## src/rtl/ledmfs_pkg.sv

```systemverilog
// ----------------------------------------------------------------------------
// ledmfs_pkg: shared types and constants of the LED matrix frame serializer
// Holds the request and result structs, the request and register codes, the
// frame store geometry and the controller-to-datapath command struct.
// ----------------------------------------------------------------------------
package ledmfs_pkg;

   // Matrix geometry.
   localparam int COLUMNS = 8;
   localparam int ROWS    = 8;
   localparam int PIXELS  = COLUMNS * ROWS;
   localparam int PIX_W   = (PIXELS > 1) ? $clog2(PIXELS) : 1;

   // Request codes.
   localparam logic [2:0] REQ_SET_PIXEL = 3'd0;
   localparam logic [2:0] REQ_PIXEL_OFF = 3'd1;
   localparam logic [2:0] REQ_CLEAR_ALL = 3'd2;
   localparam logic [2:0] REQ_START     = 3'd3;
   localparam logic [2:0] REQ_TICK      = 3'd4;

   // Register indexes.
   localparam int CSR_IDX_W = 2;
   localparam logic [CSR_IDX_W-1:0] CSR_BRIGHTNESS = 2'd0;
   localparam logic [CSR_IDX_W-1:0] CSR_ZERO_HIGH  = 2'd1;
   localparam logic [CSR_IDX_W-1:0] CSR_ONE_HIGH   = 2'd2;
   localparam logic [CSR_IDX_W-1:0] CSR_PERIOD     = 2'd3;

   typedef struct packed {
      logic [2:0] req_type;
      logic [2:0] col;
      logic [2:0] row;
      logic [7:0] red;
      logic [7:0] green;
      logic [7:0] blue;
   } req_type_type;

   typedef struct packed {
      logic data_line;
      logic busy_res;
      logic rejected;
   } rsp_type;

   // Commands from the controller to the datapath.
   typedef struct packed {
      logic capture;
      logic execute;
      logic load_rsp;
   } ctl_cmd_type;

endpackage

```

## src/rtl/ledmfs_ctrl.sv

```systemverilog
// ----------------------------------------------------------------------------
// ledmfs_ctrl: sequencing state machine
// Accepts one request, runs it through the datapath and hands the result to
// the output register, which is emptied independently by the consumer.
// ----------------------------------------------------------------------------
module ledmfs_ctrl (
   input  logic                     clock,
   input  logic                     reset,
   input  logic                     req_valid,
   output logic                     req_stall,
   output logic                     rsp_valid,
   input  logic                     rsp_stall,
   output ledmfs_pkg::ctl_cmd_type  cmd
);
   import ledmfs_pkg::*;

   localparam logic [1:0] ST_IDLE = 2'd0;
   localparam logic [1:0] ST_EXEC = 2'd1;
   localparam logic [1:0] ST_POST = 2'd2;

   logic [1:0] state_ff, state_in;
   logic       rsp_valid_ff, rsp_valid_in;
   logic       rsp_free;

   assign rsp_free  = !rsp_valid_ff || !rsp_stall;
   assign req_stall = (state_ff != ST_IDLE);
   assign rsp_valid = rsp_valid_ff;

   always_comb begin
      cmd.capture  = (state_ff == ST_IDLE) && req_valid;
      cmd.execute  = (state_ff == ST_EXEC);
      cmd.load_rsp = (state_ff == ST_POST) && rsp_free;
   end

   always_comb begin
      state_in = state_ff;
      case (state_ff)
         ST_IDLE: begin
            if (req_valid) state_in = ST_EXEC;
         end
         ST_EXEC: begin
            state_in = ST_POST;
         end
         ST_POST: begin
            if (rsp_free) state_in = ST_IDLE;
         end
         default: begin
            state_in = ST_IDLE;
         end
      endcase
   end

   always_comb begin
      rsp_valid_in = rsp_valid_ff;
      if (cmd.load_rsp) begin
         rsp_valid_in = 1'b1;
      end else if (!rsp_stall) begin
         rsp_valid_in = 1'b0;
      end
   end

   always_ff @(posedge clock) begin
      if (reset) begin
         state_ff     <= ST_IDLE;
         rsp_valid_ff <= 1'b0;
      end else begin
         state_ff     <= state_in;
         rsp_valid_ff <= rsp_valid_in;
      end
   end

endmodule

```

## src/rtl/ledmfs_datapath.sv

```systemverilog
// ----------------------------------------------------------------------------
// ledmfs_datapath: frame store, bit timing counters and registers
// One memory word holds one pixel as green, red, blue. A valid bit per pixel
// makes unwritten or cleared pixels read as zero.
// ----------------------------------------------------------------------------
module ledmfs_datapath (
   input  logic                                    clock,
   input  logic                                    reset,
   input  ledmfs_pkg::ctl_cmd_type                 cmd,
   input  ledmfs_pkg::req_type_type                req_data,
   input  logic                                    csr_valid,
   input  logic                                    csr_ready,
   input  logic [ledmfs_pkg::CSR_IDX_W-1:0]        csr_index,
   input  logic [7:0]                              csr_data,
   output ledmfs_pkg::rsp_type                     rsp_data
);
   import ledmfs_pkg::*;

   localparam logic [1:0] CHAN_GREEN = 2'd0;
   localparam logic [1:0] CHAN_RED   = 2'd1;
   localparam logic [1:0] CHAN_BLUE  = 2'd2;

   // Configuration registers.
   logic [7:0] brightness_ff;
   logic [5:0] zero_high_ff, one_high_ff, period_ff;

   // Captured request.
   req_type_type item_ff;

   // Frame store and its read port.
   logic [23:0]       store_mem [PIXELS];
   logic [PIXELS-1:0] valid_ff, valid_in;
   logic [23:0]       rd_ff;
   logic              rdv_ff;

   // Serializer state.
   logic [PIX_W-1:0] pix_ff, pix_in;
   logic [1:0]       chan_ff, chan_in;
   logic [2:0]       bit_ff, bit_in;
   logic [5:0]       tick_ff, tick_in;
   logic             sending_ff, sending_in;
   logic             line_ff, line_in;

   rsp_type res_ff, res_in;
   rsp_type rsp_ff;

   logic             is_tick, is_cmd, in_range, rej;
   logic [PIX_W-1:0] wr_addr;
   logic [15:0]      prod_r, prod_g, prod_b;
   logic [7:0]       sc_r, sc_g, sc_b;
   logic             wr_en;
   logic [23:0]      cur_word;
   logic [7:0]       cur_byte;
   logic [5:0]       high_len, tick_inc;
   logic             bit_end;

   assign is_tick  = (item_ff.req_type == REQ_TICK);
   assign is_cmd   = item_ff.req_type inside {REQ_SET_PIXEL, REQ_PIXEL_OFF,
                                              REQ_CLEAR_ALL, REQ_START};
   assign rej      = is_cmd && sending_ff;
   assign in_range = (int'(item_ff.col) < COLUMNS) && (int'(item_ff.row) < ROWS);
   assign wr_addr  = PIX_W'(int'(item_ff.col) * ROWS + int'(item_ff.row));

   assign prod_r = item_ff.red   * brightness_ff;
   assign prod_g = item_ff.green * brightness_ff;
   assign prod_b = item_ff.blue  * brightness_ff;
   assign sc_r   = (brightness_ff == 8'd0) ? item_ff.red   : prod_r[15:8];
   assign sc_g   = (brightness_ff == 8'd0) ? item_ff.green : prod_g[15:8];
   assign sc_b   = (brightness_ff == 8'd0) ? item_ff.blue  : prod_b[15:8];

   assign wr_en = cmd.execute && !rej && in_range &&
                  (item_ff.req_type == REQ_SET_PIXEL);

   // Current byte and bit of the frame being sent.
   assign cur_word = rdv_ff ? rd_ff : 24'd0;
   always_comb begin
      case (chan_ff)
         CHAN_GREEN: cur_byte = cur_word[23:16];
         CHAN_RED:   cur_byte = cur_word[15:8];
         CHAN_BLUE:  cur_byte = cur_word[7:0];
         default:    cur_byte = cur_word[7:0];
      endcase
   end

   assign high_len = cur_byte[bit_ff] ? one_high_ff : zero_high_ff;
   assign tick_inc = tick_ff + 6'd1;
   assign bit_end  = (tick_inc >= period_ff) || (tick_inc == 6'd0);

   always_comb begin
      valid_in   = valid_ff;
      pix_in     = pix_ff;
      chan_in    = chan_ff;
      bit_in     = bit_ff;
      tick_in    = tick_ff;
      sending_in = sending_ff;
      line_in    = line_ff;
      if (cmd.execute) begin
         if (is_tick) begin
            if (sending_ff) begin
               line_in = (tick_ff < high_len);
               tick_in = tick_inc;
               if (bit_end) begin
                  tick_in = 6'd0;
                  if (bit_ff == 3'd0) begin
                     bit_in = 3'd7;
                     if (chan_ff == CHAN_BLUE) begin
                        chan_in = CHAN_GREEN;
                        if (pix_ff == PIX_W'(PIXELS - 1)) begin
                           pix_in     = '0;
                           sending_in = 1'b0;
                           line_in    = 1'b0;
                        end else begin
                           pix_in = pix_ff + PIX_W'(1);
                        end
                     end else begin
                        chan_in = chan_ff + 2'd1;
                     end
                  end else begin
                     bit_in = bit_ff - 3'd1;
                  end
               end
            end
         end else if (!rej) begin
            case (item_ff.req_type)
               REQ_SET_PIXEL: begin
                  if (in_range) valid_in[wr_addr] = 1'b1;
               end
               REQ_PIXEL_OFF: begin
                  if (in_range) valid_in[wr_addr] = 1'b0;
               end
               REQ_CLEAR_ALL: begin
                  valid_in = '0;
               end
               REQ_START: begin
                  sending_in = 1'b1;
                  pix_in     = '0;
                  chan_in    = CHAN_GREEN;
                  bit_in     = 3'd7;
                  tick_in    = 6'd0;
                  line_in    = 1'b0;
               end
               default: begin
                  // Unknown request codes change nothing.
               end
            endcase
         end
      end
   end

   always_comb begin
      res_in = res_ff;
      if (cmd.execute) begin
         res_in.data_line = line_in;
         res_in.busy_res  = sending_in;
         res_in.rejected  = rej;
      end
   end

   // Frame store: one write and one registered read per cycle.
   always_ff @(posedge clock) begin
      if (wr_en) begin
         store_mem[wr_addr] <= {sc_g, sc_r, sc_b};
      end
      rd_ff  <= store_mem[pix_ff];
      rdv_ff <= valid_ff[pix_ff];
   end

   // Payload registers.
   always_ff @(posedge clock) begin
      if (cmd.capture) item_ff <= req_data;
      res_ff <= res_in;
      if (cmd.load_rsp) rsp_ff <= res_ff;
   end

   always_ff @(posedge clock) begin
      if (reset) begin
         valid_ff      <= '0;
         pix_ff        <= '0;
         chan_ff       <= CHAN_GREEN;
         bit_ff        <= 3'd7;
         tick_ff       <= 6'd0;
         sending_ff    <= 1'b0;
         line_ff       <= 1'b0;
         brightness_ff <= 8'd0;
         zero_high_ff  <= 6'd5;
         one_high_ff   <= 6'd13;
         period_ff     <= 6'd20;
      end else begin
         valid_ff   <= valid_in;
         pix_ff     <= pix_in;
         chan_ff    <= chan_in;
         bit_ff     <= bit_in;
         tick_ff    <= tick_in;
         sending_ff <= sending_in;
         line_ff    <= line_in;
         if (csr_valid && csr_ready) begin
            case (csr_index)
               CSR_BRIGHTNESS: brightness_ff <= csr_data;
               CSR_ZERO_HIGH:  zero_high_ff  <= csr_data[5:0];
               CSR_ONE_HIGH:   one_high_ff   <= csr_data[5:0];
               CSR_PERIOD:     period_ff     <= csr_data[5:0];
               default: begin
               end
            endcase
         end
      end
   end

   assign rsp_data = rsp_ff;

endmodule

```

## src/rtl/led_matrix_frame_serializer.sv

```systemverilog
// ----------------------------------------------------------------------------
// led_matrix_frame_serializer: one-wire serial driver for an RGB LED matrix
// Keeps a frame of pixels, takes pixel, clear and start commands, and turns
// each tick request into one clock of the serial line waveform.
// ----------------------------------------------------------------------------
//
//   Channel   Ports                               Transfer when
//   -------   ---------------------------------   ---------------------------
//   request   req_valid, req_stall, req_data      req_valid && !req_stall
//   result    rsp_valid, rsp_stall, rsp_data      rsp_valid && !rsp_stall
//   config    csr_valid, csr_ready, csr_index,    csr_valid && csr_ready
//             csr_data
//
// Every request passes through the three controller states: capture (with
// the frame store read), execute, which updates the store and serializer
// state, and hand-off, which moves the result into the output register.
// Each request gives exactly one result.
// Reset is synchronous; it clears the pixel valid bits at once, so the whole
// frame store reads as dark right after reset, with no clearing pass.
// A stalled result waits in the output register while the next request is
// accepted and executed. The request side is stalled in every execute and
// hand-off cycle, and the hand-off cycle repeats for as long as the output
// register is still full and its result stalled.
// Configuration writes are always taken and act on the next request.
//
module led_matrix_frame_serializer (
   input  logic                               clock,
   input  logic                               reset,
   input  logic                               req_valid,
   output logic                               req_stall,
   input  ledmfs_pkg::req_type_type           req_data,
   output logic                               rsp_valid,
   input  logic                               rsp_stall,
   output ledmfs_pkg::rsp_type                rsp_data,
   input  logic                               csr_valid,
   output logic                               csr_ready,
   input  logic [ledmfs_pkg::CSR_IDX_W-1:0]   csr_index,
   input  logic [7:0]                         csr_data
);
   import ledmfs_pkg::*;

   ctl_cmd_type cmd;

   // Registers are plain flip-flops, so a write can always complete.
   assign csr_ready = 1'b1;

   // The controller decides when a request is captured, executed and
   // handed to the output register.
   ledmfs_ctrl u_ctrl (
      .clock     (clock),
      .reset     (reset),
      .req_valid (req_valid),
      .req_stall (req_stall),
      .rsp_valid (rsp_valid),
      .rsp_stall (rsp_stall),
      .cmd       (cmd)
   );

   // The datapath holds the frame store, the bit timing counters and the
   // configuration registers.
   ledmfs_datapath u_datapath (
      .clock     (clock),
      .reset     (reset),
      .cmd       (cmd),
      .req_data  (req_data),
      .csr_valid (csr_valid),
      .csr_ready (csr_ready),
      .csr_index (csr_index),
      .csr_data  (csr_data),
      .rsp_data  (rsp_data)
   );

endmodule

```

## config.mk

```make
export PLATFORM = sky130hd
export DESIGN_NAME = led_matrix_frame_serializer
export DESIGN_NICKNAME = d
export VERILOG_FILES = /design/src/rtl/ledmfs_pkg.sv /design/src/rtl/ledmfs_ctrl.sv /design/src/rtl/ledmfs_datapath.sv /design/src/rtl/led_matrix_frame_serializer.sv
export SDC_FILE = /design/constraint.sdc
export NUM_CORES = 2
export LEC_CHECK = 0
export BUFFER_PORTS_ARGS = -buffer_cell sky130_fd_sc_hd__buf_2
export CAP_MARGIN = 20
export CORE_ASPECT_RATIO = 1.2
export CORE_MARGIN = 2
export CORE_UTILIZATION = 35
export DETAILED_ROUTE_END_ITERATION = 8
export GPL_ROUTABILITY_DRIVEN = 0
export PLACE_DENSITY = 0.56
export SKIP_CTS_REPAIR_TIMING = 1
export SYNTH_ARGS = -nofsm -noshare
export SYNTH_HDL_FRONTEND = slang
export SYNTH_SLANG_ARGS = --single-unit
```

## constraint.sdc

```tcl
create_clock -name clock -period 16.5 [get_ports clock]
set_input_delay 3.3 -clock clock [delete_from_list [all_inputs] [get_ports clock]]
set_output_delay 3.3 -clock clock [all_outputs]
set_load 0.005 [all_outputs]
```

==> metrics.md <==
| Metric | Value |
|---|---|
| Cell taking the most area after synthesis | `edfxtp_1` |
| Primary FF master, synth | `edfxtp_1` |
| Die Span Y | `500 um` |
| Post-synth EDFFs | `1,575` |
| DRT iter0 DRCs | `3,737` |
| Worst Clk Skew | `0.0306 ns` |
| Power per cell area | `111 nW/um2` |
| Gr usage total | `17.7%` |
| Req. time, crit path | `17.00 ns` |
| Tot Pwr | `9.00 mW` |
| Pin count of the biggest net entering global routing | `120` |
| Reg area | `50,100 um2` |
| Core area | `204,000 um2` |
| Status | `finished, final reports clean` |
| Cell with the most instances after synthesis | `edfxtp_1` |
| Max-cap violation count | `0` |
| P_leak | `26.9 nW` |
| Syn. warnings | `0` |
| # IOs | `54` |
| Non-Filler Instances | `6,714` |
| Slew Limit Fails | `0` |
| HP Class | `register to register` |
| Unique cell type count in the Yosys netlist | `65` |
| Synth top area cells | `edfxtp_1 (66%), mux4_2 (16%), dfxtp_1 (3.8%), fa_1 (2.9%), ha_1 (2.0%)` |
| Min cycle time layout | `6.05 ns` |
| Placed cell count | `6,397` |
| Initial core utilization | `35.1%` |
| Final ANT Viol Nets | `0` |
| Die area | `209,000 um2` |
| Average cell area after synthesis | `19.1 um2` |
| Crit path max fanout | `64` |
| Cts bufs inserted | `172` |
| Worst Hold Depth | `0` |
| Worst path slowest cell | `dfxtp_1` |
| Initial antenna violation count | `5` |
| Worst-path clk slew | `0.07 ns` |
| Critical-path cell list | `and2_1 > fa_1 > fa_1 > fa_1 > inv_1 > fa_1 > inv_1 > ha_1 > nand2_1 > o31ai_1 > a2111oi_0 > or4_1 > nand3_2 > buf_4` |
| Worst setup SP type | `register` |
| Vias in the first global route | `37.2k` |
| Post-synthesis sequential area ratio | `69.7%` |
| Grt total ovfl | `0` |
| Drt total wl | `185 mm` |
| Final core occ | `39.7%` |
| # fillers | `18.3k` |
| Worst slew pin tran | `1.03 ns` |
| Root Driver | `clkbuf_16` |
| Most frequent cell on the critical path | `fa_1` |
| H-tree levels | `4` |
| Die X | `418 um` |
| Endpoints failing setup | `0` |
| Seq cells post-synth | `1,712` |
| Mapped Cells | `3,756` |
| Fin. Hold Viols | `0` |
| Async set-reset flop share out of synthesis | `0%` |
| FMAX | `165 MHz` |
| Routed WL per cell | `27.6 um` |
| Area of the multi-input gates | `20,500 um2` |
| Critical path's largest stage delay | `0.90 ns` |
| Post-synth top area share | `65.8%` |
| Final nets | `4,172` |
| Max IR drop VDD | `0.000109 V` |
| Fin Setup TNS | `0 ns` |
| Setup crit end kind | `register` |
| Detailed placement HPWL | `101 mm` |
| Synth Cell Area | `71,800 um2` |
| RSZ-0062 raised after global routing | `no` |
| Cell row count | `182` |
| Clk_lat worst skew | `0.81 ns` |
| Leading cell types by count after synthesis | `edfxtp_1 (1,575), mux4_2 (500), inv_1 (195), nand2_1 (180), and2_1 (159)` |
| Share of layout cells above drive strength 1 | `23.5%` |
| 1st-pass router iterations | `5` |
| First-pass GRT wire length | `266 mm` |
| Slew margin rel. | `31.4%` |
| Worst Path Arrival | `6.55 ns` |
| DR vias | `36.2k` |
| Critical path type | `register to register` |
| Vias/cell | `5.39` |
| Area growth syn-to-layout | `13.1%` |
| CTS Buffer Depth | `3` |
| Tcrit/Tclk final | `36.7%` |
| DRC violations left | `0` |
| IO Port Bufs | `52` |
| CTS tree | `yes` |
| Syn Nets | `4,023` |
| Worst r2r path cells | `14` |
| Clock sink count | `1,712` |
==> cells by family after synthesis <==
| kind of cell | synth area share [%] |
|---|---|
| xor gates and xnor gates | 0.378 |
| adders and majority gates | 4.91 |
| AOI/OAI and AO/OA | 3.03 |
| and+or+nand+nor | 3.55 |
| DFF | 69.7 |
| muxes | 16.3 |
| other | 0.00522 |
| buffers and inverters | 2.17 |
==> layout by cell type, fill, tap and decap left out, types with 105 or more instances in the layout <==
cell type	instances
a21oi_1	155
and2_1	159
buf_4	120
clkbuf_16	180
dfxtp_1	133
edfxtp_1	1575
fa_1	105
ha_1	114
inv_1	195
mux4_2	500
nand2_1	179
==> final timing paths <==
check | slack, ns | startpoint | to
hold / removal | 0.42 | u_datapath.res_ff[0] | u_datapath.rsp_data[0]
setup / recovery | 10.45 | u_datapath.brightness_ff[4] | u_datapath.store_mem[52][23]
setup reg to reg | 10.45 | u_datapath.brightness_ff[4] | u_datapath.store_mem[52][23]
hold reg to reg | 0.42 | u_datapath.res_ff[0] | u_datapath.rsp_data[0]
==> critical path, delay by kind of cell (launching register included) <==
family                   cells  cell delay [ns]
adder cells (fa/ha/maj)      5             2.25
AO/OA/AOI/OAI                2             0.99
AND/OR/NAND/NOR              4             0.93
flip-flops                   1             0.90
buffers and inverters        3             0.58
==> report_power, final <==
part	leakage, nW	switching (mW)	internal [mW]
clock network	2.55	1.62	2.10
logic	8.97	0.305	0.0844
registers	15.4	0.0204	4.87
total	26.9	1.95	7.06
==> state kept, by name, indices dropped and copies added (netlist names) <==
name	cells
u_datapath.rd_ff	24
u_datapath.store_mem	1536
u_datapath.rsp_data	3
u_datapath.pix_ff	6
u_datapath.line_ff	1
u_datapath.brightness_ff	8
u_datapath.zero_high_ff	6
u_datapath.item_ff	33
u_datapath.rdv_ff	1
u_datapath.chan_ff	2
u_ctrl.state_ff	2
u_datapath.res_ff	3
u_datapath.tick_ff	6
u_ctrl.rsp_valid	1
u_datapath.one_high_ff	6
u_datapath.period_ff	6
u_datapath.bit_ff	3
u_datapath.valid_ff	64
u_datapath.sending_ff	1
==> per-stage QoR <==
stage	cell area (um2)	hold slack, ns	worst slack [ns]
2_1_floorplan	71800	0.400	7.49
3_3_place_gp	75900	0.408	10.52
3_5_place_dp	75900	0.406	10.46
4_1_cts	81200	0.419	10.38
5_1_grt	81200	0.430	10.03
6_report	81200	0.417	10.45
==> layout make-up <==
type                    count  area share [%]
multi-input cells        1646            25.2
clock inverters            66           0.608
well taps                2668            4.11
inverters                 195           0.901
flip-flops and latches   1712            61.6
clock buffers             244            5.90
diodes                      5          0.0154
repair buffers            178            1.60
==> layer usage <==
metal  global-route usage (%)  part of all wire, %  up-vias
met2                     30.6                   51     1125
li1                         -                    -    15200
met4                     4.70                  2.5        0
met5                        0                    0        -
met1                     23.4                   41    19600
met3                     2.42                  5.5      226
No activity file was read; power rests on OpenSTA's default activity.
